**config.mk**
```make
export PLATFORM = sky130hd
export DESIGN_NAME = length_framed_motor_command_deframer
export DESIGN_NICKNAME = d
export VERILOG_FILES = /design/src/rtl/lfmcd_pkg.sv /design/src/rtl/length_framed_motor_command_deframer.sv
export SDC_FILE = /design/constraint.sdc
export NUM_CORES = 1
export LEC_CHECK = 0
export BUFFER_PORTS_ARGS = -buffer_cell sky130_fd_sc_hd__buf_2
export CORE_AREA = 5 5 206 208
export DETAILED_ROUTE_END_ITERATION = 10
export DIE_AREA = 0 0 211 213
export PLACE_DENSITY = 0.63
export SYNTH_ARGS = -nofsm -noshare
export SYNTH_HDL_FRONTEND = slang
export SYNTH_SLANG_ARGS = --single-unit
```
**constraint.sdc**
```tcl
create_clock -name clk -period 8.8 [get_ports clk]
set_clock_uncertainty 0.1 [all_clocks]
set_input_delay 0.44 -clock clk [delete_from_list [all_inputs] [get_ports clk]]
set_output_delay 0.44 -clock clk [all_outputs]
set_load 0.02 [all_outputs]
```
**src/rtl/lfmcd_pkg.sv**
```systemverilog
package lfmcd_pkg;

  // default geometry of the frame parser
  localparam int FRAME_MAX_DEF   = 32;
  localparam int DATA_OFFSET_DEF = 2;
  localparam int ID_OFFSET_DEF   = 0;
  localparam int SLOT_COUNT_DEF  = 4;

  // fixed field widths
  localparam int BYTE_W = 8;
  localparam int POS_W  = 6;
  localparam int OFS_W  = 5;
  localparam int CIDX_W = 8;

  // configuration register indexes
  typedef enum logic [CIDX_W-1:0] {
    REG_END_BYTE      = 8'd0,
    REG_MOTOR_SLOT_ID = 8'd1,
    REG_LEFT_OFFSET   = 8'd2,
    REG_RIGHT_OFFSET  = 8'd3
  } cfg_reg_t;

  // parser positions with a fixed meaning
  localparam logic [POS_W-1:0] POS_START = 6'd0;
  localparam logic [POS_W-1:0] POS_SIZE  = 6'd1;
  localparam logic [POS_W-1:0] POS_BODY  = 6'd2;

  // reset values of the offset registers
  localparam logic [OFS_W-1:0] LEFT_OFFSET_RST  = 5'd1;
  localparam logic [OFS_W-1:0] RIGHT_OFFSET_RST = 5'd2;

endpackage

```
**src/rtl/length_framed_motor_command_deframer.sv**
```systemverilog
// a result is registered when its frame's closing byte is accepted
// throughput: one byte per cycle while the skid is empty; a two-entry output queue
//   (result plus skid register) lets bytes flow on while one result waits to be taken
// reset (synchronous, rst_n low): parser back to frame start, frame store reads
//   as zero through per-entry valid bits, offsets to 1 and 2, queue empty
module length_framed_motor_command_deframer #(
  parameter int FRAME_MAX   = lfmcd_pkg::FRAME_MAX_DEF,
  parameter int DATA_OFFSET = lfmcd_pkg::DATA_OFFSET_DEF,
  parameter int ID_OFFSET   = lfmcd_pkg::ID_OFFSET_DEF,
  parameter int SLOT_COUNT  = lfmcd_pkg::SLOT_COUNT_DEF
) (
  input  logic                          clk,
  input  logic                          rst_n,
  input  logic                          in_valid,
  output logic                          in_ready,
  input  logic [lfmcd_pkg::BYTE_W-1:0]  in_rx_byte,
  output logic                          out_valid,
  input  logic                          out_ready,
  output logic [lfmcd_pkg::BYTE_W-1:0]  out_left_drive,
  output logic [lfmcd_pkg::BYTE_W-1:0]  out_right_drive,
  input  logic                          cfg_we,
  input  logic [lfmcd_pkg::CIDX_W-1:0]  cfg_index,
  input  logic [lfmcd_pkg::BYTE_W-1:0]  cfg_wdata
);

  localparam int STORE_DEPTH = FRAME_MAX + 1;
  localparam int AW          = $clog2(STORE_DEPTH);
  localparam int RA_RAW      = $clog2(DATA_OFFSET + 32);
  localparam int RA_W        = (RA_RAW > AW) ? RA_RAW : AW;
  localparam int ID_IDX      = DATA_OFFSET + ID_OFFSET;
  localparam bit ID_IN       = (ID_IDX < STORE_DEPTH);
  localparam int PW          = lfmcd_pkg::POS_W;
  localparam int BW          = lfmcd_pkg::BYTE_W;
  localparam int OW          = lfmcd_pkg::OFS_W;

  // configuration registers
  logic [BW-1:0] end_byte_r, end_byte_nxt;
  logic [BW-1:0] slot_id_r, slot_id_nxt;
  logic [OW-1:0] left_ofs_r, left_ofs_nxt;
  logic [OW-1:0] right_ofs_r, right_ofs_nxt;

  // parser state
  logic [PW-1:0] pos_r, pos_nxt;
  logic [BW-1:0] size_r, size_nxt;
  logic [BW-1:0] id_r, id_nxt;

  // frame store
  logic [BW-1:0]          mem [STORE_DEPTH];
  logic [STORE_DEPTH-1:0] valid_r;

  // registered store reads for the drive bytes
  logic [BW-1:0] rd_l_raw_r, rd_r_raw_r, wdat_r;
  logic          byp_l_r, byp_r_r, vld_l_r, vld_r_r, oor_l_r, oor_r_r;
  logic [BW-1:0] left_byte, right_byte;

  // output queue
  logic          out_v_r, skid_v_r;
  logic [BW-1:0] out_l_r, out_rt_r, skid_l_r, skid_rt_r;

  logic          accept, pop, close, hit, push, wr_en;
  logic [AW-1:0] wr_idx;
  logic [RA_W-1:0] ra_l, ra_r;
  logic          ra_l_oor, ra_r_oor;

  // configuration write decode
  always_comb begin
    end_byte_nxt  = end_byte_r;
    slot_id_nxt   = slot_id_r;
    left_ofs_nxt  = left_ofs_r;
    right_ofs_nxt = right_ofs_r;
    if (cfg_we) begin
      unique case (cfg_index)
        lfmcd_pkg::REG_END_BYTE:      end_byte_nxt  = cfg_wdata;
        lfmcd_pkg::REG_MOTOR_SLOT_ID: slot_id_nxt   = cfg_wdata;
        lfmcd_pkg::REG_LEFT_OFFSET:   left_ofs_nxt  = cfg_wdata[OW-1:0];
        lfmcd_pkg::REG_RIGHT_OFFSET:  right_ofs_nxt = cfg_wdata[OW-1:0];
        default: ;
      endcase
    end
  end

  assign in_ready = !skid_v_r;
  assign accept   = in_valid && in_ready;
  assign pop      = out_v_r && out_ready;

  // closing rule on a body byte
  assign close = (pos_r >= lfmcd_pkg::POS_BODY)
              && ({2'b00, pos_r} + 8'd1 >= size_r)
              && (in_rx_byte == end_byte_r);

  assign hit  = ({1'b0, id_r} < 9'(SLOT_COUNT)) && (id_r == slot_id_r);
  assign push = accept && close && hit;

  assign wr_en  = accept && (pos_r >= lfmcd_pkg::POS_BODY) && !close
               && (32'(pos_r) <= FRAME_MAX);
  assign wr_idx = pos_r[AW-1:0];

  // parser next state
  always_comb begin
    pos_nxt  = pos_r;
    size_nxt = size_r;
    id_nxt   = id_r;
    if (accept) begin
      if (pos_r == lfmcd_pkg::POS_START) begin
        pos_nxt = lfmcd_pkg::POS_SIZE;
      end else if (pos_r == lfmcd_pkg::POS_SIZE) begin
        if (32'(in_rx_byte) > FRAME_MAX) begin
          pos_nxt = lfmcd_pkg::POS_START;
        end else begin
          size_nxt = in_rx_byte;
          pos_nxt  = lfmcd_pkg::POS_BODY;
        end
      end else if (close) begin
        pos_nxt = lfmcd_pkg::POS_START;
      end else if (32'(pos_r) > FRAME_MAX) begin
        pos_nxt = lfmcd_pkg::POS_START;
      end else begin
        pos_nxt = pos_r + PW'(1);
      end
    end
    if (ID_IN && wr_en && (32'(pos_r) == ID_IDX)) begin
      id_nxt = in_rx_byte;
    end
  end

  // drive byte addresses follow the offsets as they will be after this edge
  assign ra_l     = RA_W'(DATA_OFFSET) + RA_W'(left_ofs_nxt);
  assign ra_r     = RA_W'(DATA_OFFSET) + RA_W'(right_ofs_nxt);
  assign ra_l_oor = (32'(ra_l) >= STORE_DEPTH);
  assign ra_r_oor = (32'(ra_r) >= STORE_DEPTH);

  // store write and registered reads
  always_ff @(posedge clk) begin
    if (wr_en) begin
      mem[wr_idx] <= in_rx_byte;
    end
    rd_l_raw_r <= mem[ra_l[AW-1:0]];
    rd_r_raw_r <= mem[ra_r[AW-1:0]];
    wdat_r     <= in_rx_byte;
  end

  // read flags: bypass of a same-edge write, entry valid, address past the store
  always_ff @(posedge clk) begin
    if (!rst_n) begin
      valid_r <= '0;
      byp_l_r <= 1'b0;
      byp_r_r <= 1'b0;
      vld_l_r <= 1'b0;
      vld_r_r <= 1'b0;
      oor_l_r <= 1'b0;
      oor_r_r <= 1'b0;
    end else begin
      if (wr_en) begin
        valid_r[wr_idx] <= 1'b1;
      end
      byp_l_r <= wr_en && (ra_l[AW-1:0] == wr_idx);
      byp_r_r <= wr_en && (ra_r[AW-1:0] == wr_idx);
      vld_l_r <= valid_r[ra_l[AW-1:0]];
      vld_r_r <= valid_r[ra_r[AW-1:0]];
      oor_l_r <= ra_l_oor;
      oor_r_r <= ra_r_oor;
    end
  end

  assign left_byte  = oor_l_r ? '0 : byp_l_r ? wdat_r : vld_l_r ? rd_l_raw_r : '0;
  assign right_byte = oor_r_r ? '0 : byp_r_r ? wdat_r : vld_r_r ? rd_r_raw_r : '0;

  // control and configuration registers
  always_ff @(posedge clk) begin
    if (!rst_n) begin
      end_byte_r  <= '0;
      slot_id_r   <= '0;
      left_ofs_r  <= lfmcd_pkg::LEFT_OFFSET_RST;
      right_ofs_r <= lfmcd_pkg::RIGHT_OFFSET_RST;
      pos_r       <= lfmcd_pkg::POS_START;
      size_r      <= '0;
      id_r        <= '0;
    end else begin
      end_byte_r  <= end_byte_nxt;
      slot_id_r   <= slot_id_nxt;
      left_ofs_r  <= left_ofs_nxt;
      right_ofs_r <= right_ofs_nxt;
      pos_r       <= pos_nxt;
      size_r      <= size_nxt;
      id_r        <= id_nxt;
    end
  end

  // two-entry result queue
  always_ff @(posedge clk) begin
    if (!rst_n) begin
      out_v_r  <= 1'b0;
      skid_v_r <= 1'b0;
    end else if (skid_v_r) begin
      if (pop) begin
        skid_v_r <= 1'b0;
      end
    end else if (push) begin
      if (!out_v_r || pop) begin
        out_v_r <= 1'b1;
      end else begin
        skid_v_r <= 1'b1;
      end
    end else if (pop) begin
      out_v_r <= 1'b0;
    end
  end

  // result payload, no reset
  always_ff @(posedge clk) begin
    if (skid_v_r) begin
      if (pop) begin
        out_l_r  <= skid_l_r;
        out_rt_r <= skid_rt_r;
      end
    end else if (push) begin
      if (!out_v_r || pop) begin
        out_l_r  <= left_byte;
        out_rt_r <= right_byte;
      end else begin
        skid_l_r  <= left_byte;
        skid_rt_r <= right_byte;
      end
    end
  end

  assign out_valid       = out_v_r;
  assign out_left_drive  = out_l_r;
  assign out_right_drive = out_rt_r;

  // checks
  a_skid_needs_out: assert property (@(posedge clk) disable iff (!rst_n)
    skid_v_r |-> out_v_r) else $error("skid entry without result entry");

  a_pos_range: assert property (@(posedge clk) disable iff (!rst_n)
    32'(pos_r) <= FRAME_MAX + 1) else $error("frame position out of range");

  a_size_range: assert property (@(posedge clk) disable iff (!rst_n)
    32'(size_r) <= FRAME_MAX) else $error("frame size above limit");

  a_start_skip: assert property (@(posedge clk) disable iff (!rst_n)
    (accept && pos_r == lfmcd_pkg::POS_START) |=> (pos_r == lfmcd_pkg::POS_SIZE))
    else $error("start byte not skipped");

  a_result_held: assert property (@(posedge clk) disable iff (!rst_n)
    (out_v_r && !out_ready) |=> out_v_r) else $error("waiting result lost");

endmodule
```
==> metrics.md <==
| Metric | Value |
|---|---|
| Max-slew violations | `0` |
| Share of the synthesized area in the top cell type | `44.67%` |
| Register area share after synthesis | `56.03%` |
| Element type at the critical path end | `register` |
| Die width | `211 µm` |
| H-tree depth reported by CTS | `2` |
| Buffer levels on the longest clock path | `3` |
| Synth warn | `0` |
| RSZ-0062 raised after global routing | `no` |
| Number of iterations in the first detailed-routing pass | `6` |
| Most frequently used cell type in the post-synthesis netlist | `sky130_fd_sc_hd__nand2_1` |
| Vias in the first global route | `14730` |
| Number of buffer and inverter instances along the worst setup path | `3` |
| Setup Crit Path Kind | `in2reg` |
| Peak per-stage delay on the critical path | `0.99 ns` |
| Netlist Area Pre-Place | `0.01990 mm²` |
| Net count after synthesis | `2064` |
| Die Height | `213 µm` |
| Number of register bits inferred by synthesis | `409` |
| Kind of cell with the highest combined delay on the critical path | `simple AND/OR/NAND/NOR gates` |
| Clock latency on the worst-skew pair | `0.60 ns` |
| Core area | `0.04037 mm²` |
| Tot Pwr | `4.050 mW` |
| Highest fanout seen on the critical path | `76` |
| Final worst path period need | `4.843 ns` |
| Cell area after placement | `0.02073 mm²` |
| Final-stage net count | `2078` |
| Finished Cell Area | `0.02218 mm²` |
| Largest net degree at the start of global routing | `97` |
| Cell-by-cell listing of the critical path | `buf_2 > nor4b_4 > and4_4 > mux2i_4 > inv_2 > buf_4 > ha_1 > xor2_1 > a22oi_1 > o21ai_0 > a2111oi_0 > or4_1 > a22oi_1 > and3_1` |
| Final clock period utilization by the worst path | `55.04%` |
| Cell types with the largest area share after synthesis | `sky130_fd_sc_hd__edfxtp_1, sky130_fd_sc_hd__dfxtp_1, sky130_fd_sc_hd__nand2_1, sky130_fd_sc_hd__nand3_1, sky130_fd_sc_hd__mux2i_1` |
| Standard cell with the maximum stage delay on the critical path | `sky130_fd_sc_hd__ha_1` |
| Remaining max-slew budget at the tightest pin | `22.07%` |
| Final core occ | `54.93%` |
| Wire length of the first global-routing pass | `94.56 mm` |
| Cell type with the highest occurrence count on the critical path | `sky130_fd_sc_hd__a22oi_1` |
| Global Route Usage Sum | `27.82%` |
| Fmax | `206.5 MHz` |
| CTS sink count | `409` |
| Detailed-route via count | `15960` |
| Required time reported for the critical path endpoint | `9.25 ns` |
| Total count of hold-check failures in the final report | `0` |
| Crit path DAT | `5.30 ns` |
| Fin Setup TNS | `0 ns` |
| Number of antenna-violating nets in the routed design | `0` |
| Number of buffers inserted during clock tree synthesis | `44` |
| I/O pin count | `47` |
| Result of the run | `finished, final reports clean` |
| Cell area power density | `182.6 mW/mm²` |
| Number of antenna violations at the first check in global routing | `2` |
| Number of DRC markers in iteration 0 | `2163` |
| Post-synthesis cell type count | `65` |
| Final setup viols | `0` |
| Actual transition at the worst max-transition pin | `1.169 ns` |
| Per-instance average area after synthesis | `9.842 µm²` |
| Routed length per instance | `24.54 µm` |
| Leakage | `8.302 nW` |
| Cell Rows | `74` |
| Clock tree from TritonCTS | `done` |
| GRT overflow | `0` |
| Diodes inserted | `0` |
| Type of origin of the critical path | `input port` |
| PortBufs | `46` |
| DRC Markers | `0` |
| CTS clk-pin slew, worst paths | `0.06 ns` |
| Via density per instance | `6.132` |
| Final setup margin | `3.957 ns` |
| Largest voltage drop on the vdd net | `0.1505 mV` |
| Final weighted congestion in routability-driven placement | `0.9872` |
| Total Routed Length | `63.85 mm` |
| Dpl hpwl | `40.61 mm` |
| Primary flip-flop cell chosen by synthesis mapping | `sky130_fd_sc_hd__edfxtp_1` |
| Cell at the root of the clock tree | `sky130_fd_sc_hd__clkbuf_16` |
| Top cells by count, synth | `sky130_fd_sc_hd__nand2_1, sky130_fd_sc_hd__edfxtp_1, sky130_fd_sc_hd__nand3_1` |
| Number of flops mapped to enable cells by yosys | `296` |
| Area growth from synthesis to final layout | `11.44%` |
| Total of max-cap violations | `0` |
| Number of standard cells after synthesis | `2022` |
| Fraction of layout instances using a drive strength above 1 | `10.34%` |
| Pre-CTS setup slack | `3.401 ns` |
| Die outline area | `0.04494 mm²` |
| Starting density of the core | `49.30%` |
| Cell type contributing the most total cell area after synthesis | `sky130_fd_sc_hd__edfxtp_1` |
| Worst min path class | `in2reg` |
| Fraction of synthesis flops using an asynchronous set or reset pin | `0%` |
==> power by group <==
part | switching (mW) | internal, mW | leakage [nW]
sequential | 0.00452 | 2.07 | 3.58
combinational | 0.0802 | 0.0249 | 4.01
clock | 0.801 | 1.07 | 0.705
total | 0.885 | 3.16 | 8.30
==> metal layers <==
metal | vias to the layer above | track usage [%] | share of wire (%)
met5 | - | 0 | 0.053
met4 | 4 | 11.67 | 4.3
met3 | 152 | 4.423 | 8.6
met2 | 791 | 43.58 | 46
met1 | 7719 | 38.86 | 41
li1 | 7289 | - | -
==> registers in the layout, indices dropped and copies added, names as in the netlist, 5 cells and up <==
signal / count
mem: 264
valid_r: 33
end_byte_r: 8
id_r: 8
out_left_drive: 8
out_right_drive: 8
rd_l_raw_r: 8
rd_r_raw_r: 8
size_r: 8
skid_l_r: 8
skid_rt_r: 8
slot_id_r: 8
wdat_r: 8
pos_r: 6
left_ofs_r: 5
right_ofs_r: 5
==> worst register-to-register path: stages, from the launching register on <==
cell                        delay [ns]
sky130_fd_sc_hd__dfxtp_1          0.38
sky130_fd_sc_hd__mux2i_4          0.09
sky130_fd_sc_hd__inv_2            0.05
sky130_fd_sc_hd__buf_4            0.71
sky130_fd_sc_hd__ha_1             1.01
sky130_fd_sc_hd__xor2_1           0.47
sky130_fd_sc_hd__a22oi_1          0.12
sky130_fd_sc_hd__o21ai_0          0.19
sky130_fd_sc_hd__a2111oi_0        0.10
sky130_fd_sc_hd__or4_1            0.61
sky130_fd_sc_hd__a22oi_1          0.30
sky130_fd_sc_hd__and3_1           0.20
==> cells by family after synthesis <==
family | share of synthesized area (%)
simple gates | 23.58
flops | 56.03
compound gates | 7.821
buf+inv | 3.521
mux | 6.690
xor+xnor | 1.534
fa+ha+maj | 0.8174
==> layout make-up <==
type / count / area, µm²
Fill cell: 3549 / 18190
Sequential cell: 409 / 11150
Multi-Input combinational cell: 1459 / 8179
Clock buffer: 59 / 1230
Timing Repair Buffer: 106 / 683.2
Tap cell: 532 / 665.6
Clock inverter: 21 / 207.7
Inverter: 16 / 60.06
==> placed cells by master (no fill, tap or decap), types with 33 or more instances in the layout <==
master	synthesis	layout
sky130_fd_sc_hd__nand2_1	552	551
sky130_fd_sc_hd__edfxtp_1	296	296
sky130_fd_sc_hd__nor2_1	79	79
sky130_fd_sc_hd__buf_4	10	59
sky130_fd_sc_hd__buf_2	52	46
sky130_fd_sc_hd__a21oi_1	62	62
sky130_fd_sc_hd__nor3_1	46	45
sky130_fd_sc_hd__mux2i_1	128	126
sky130_fd_sc_hd__o21a_1	33	33
sky130_fd_sc_hd__dfxtp_1	113	113
sky130_fd_sc_hd__clkbuf_16	0	45
sky130_fd_sc_hd__nand3_1	267	267
==> stage by stage <==
step	hold WS, ns	cells
detailed placement	0.3534	2521
finish	0.02154	2602
floorplan	0.3292	2022
CTS	0.005882	2602
global placement	0.3395	2521
global route	0.03040	2602
==> worst paths after layout <==
kind	end	slack (ns)	cells after the start	start
max reg2reg	vld_l_r$_SDFF_PN0_	4.45	11	left_ofs_r[1]$_SDFF_PN0_
min	end_byte_r[7]$_SDFFE_PN0P_	0.02	3	cfg_wdata[7]
max	vld_l_r$_SDFF_PN0_	3.96	14	cfg_index[4]
min reg2reg	id_r[2]$_SDFFE_PN0P_	0.36	2	id_r[2]$_SDFFE_PN0P_
==> timing repair <==
action                    CTS  global route
hold endpoints to repair    1             0
hold buffers                1             0
gates resized for setup     0             0
setup buffers               0             0
Note: power is estimated with default switching activity, not from simulation.
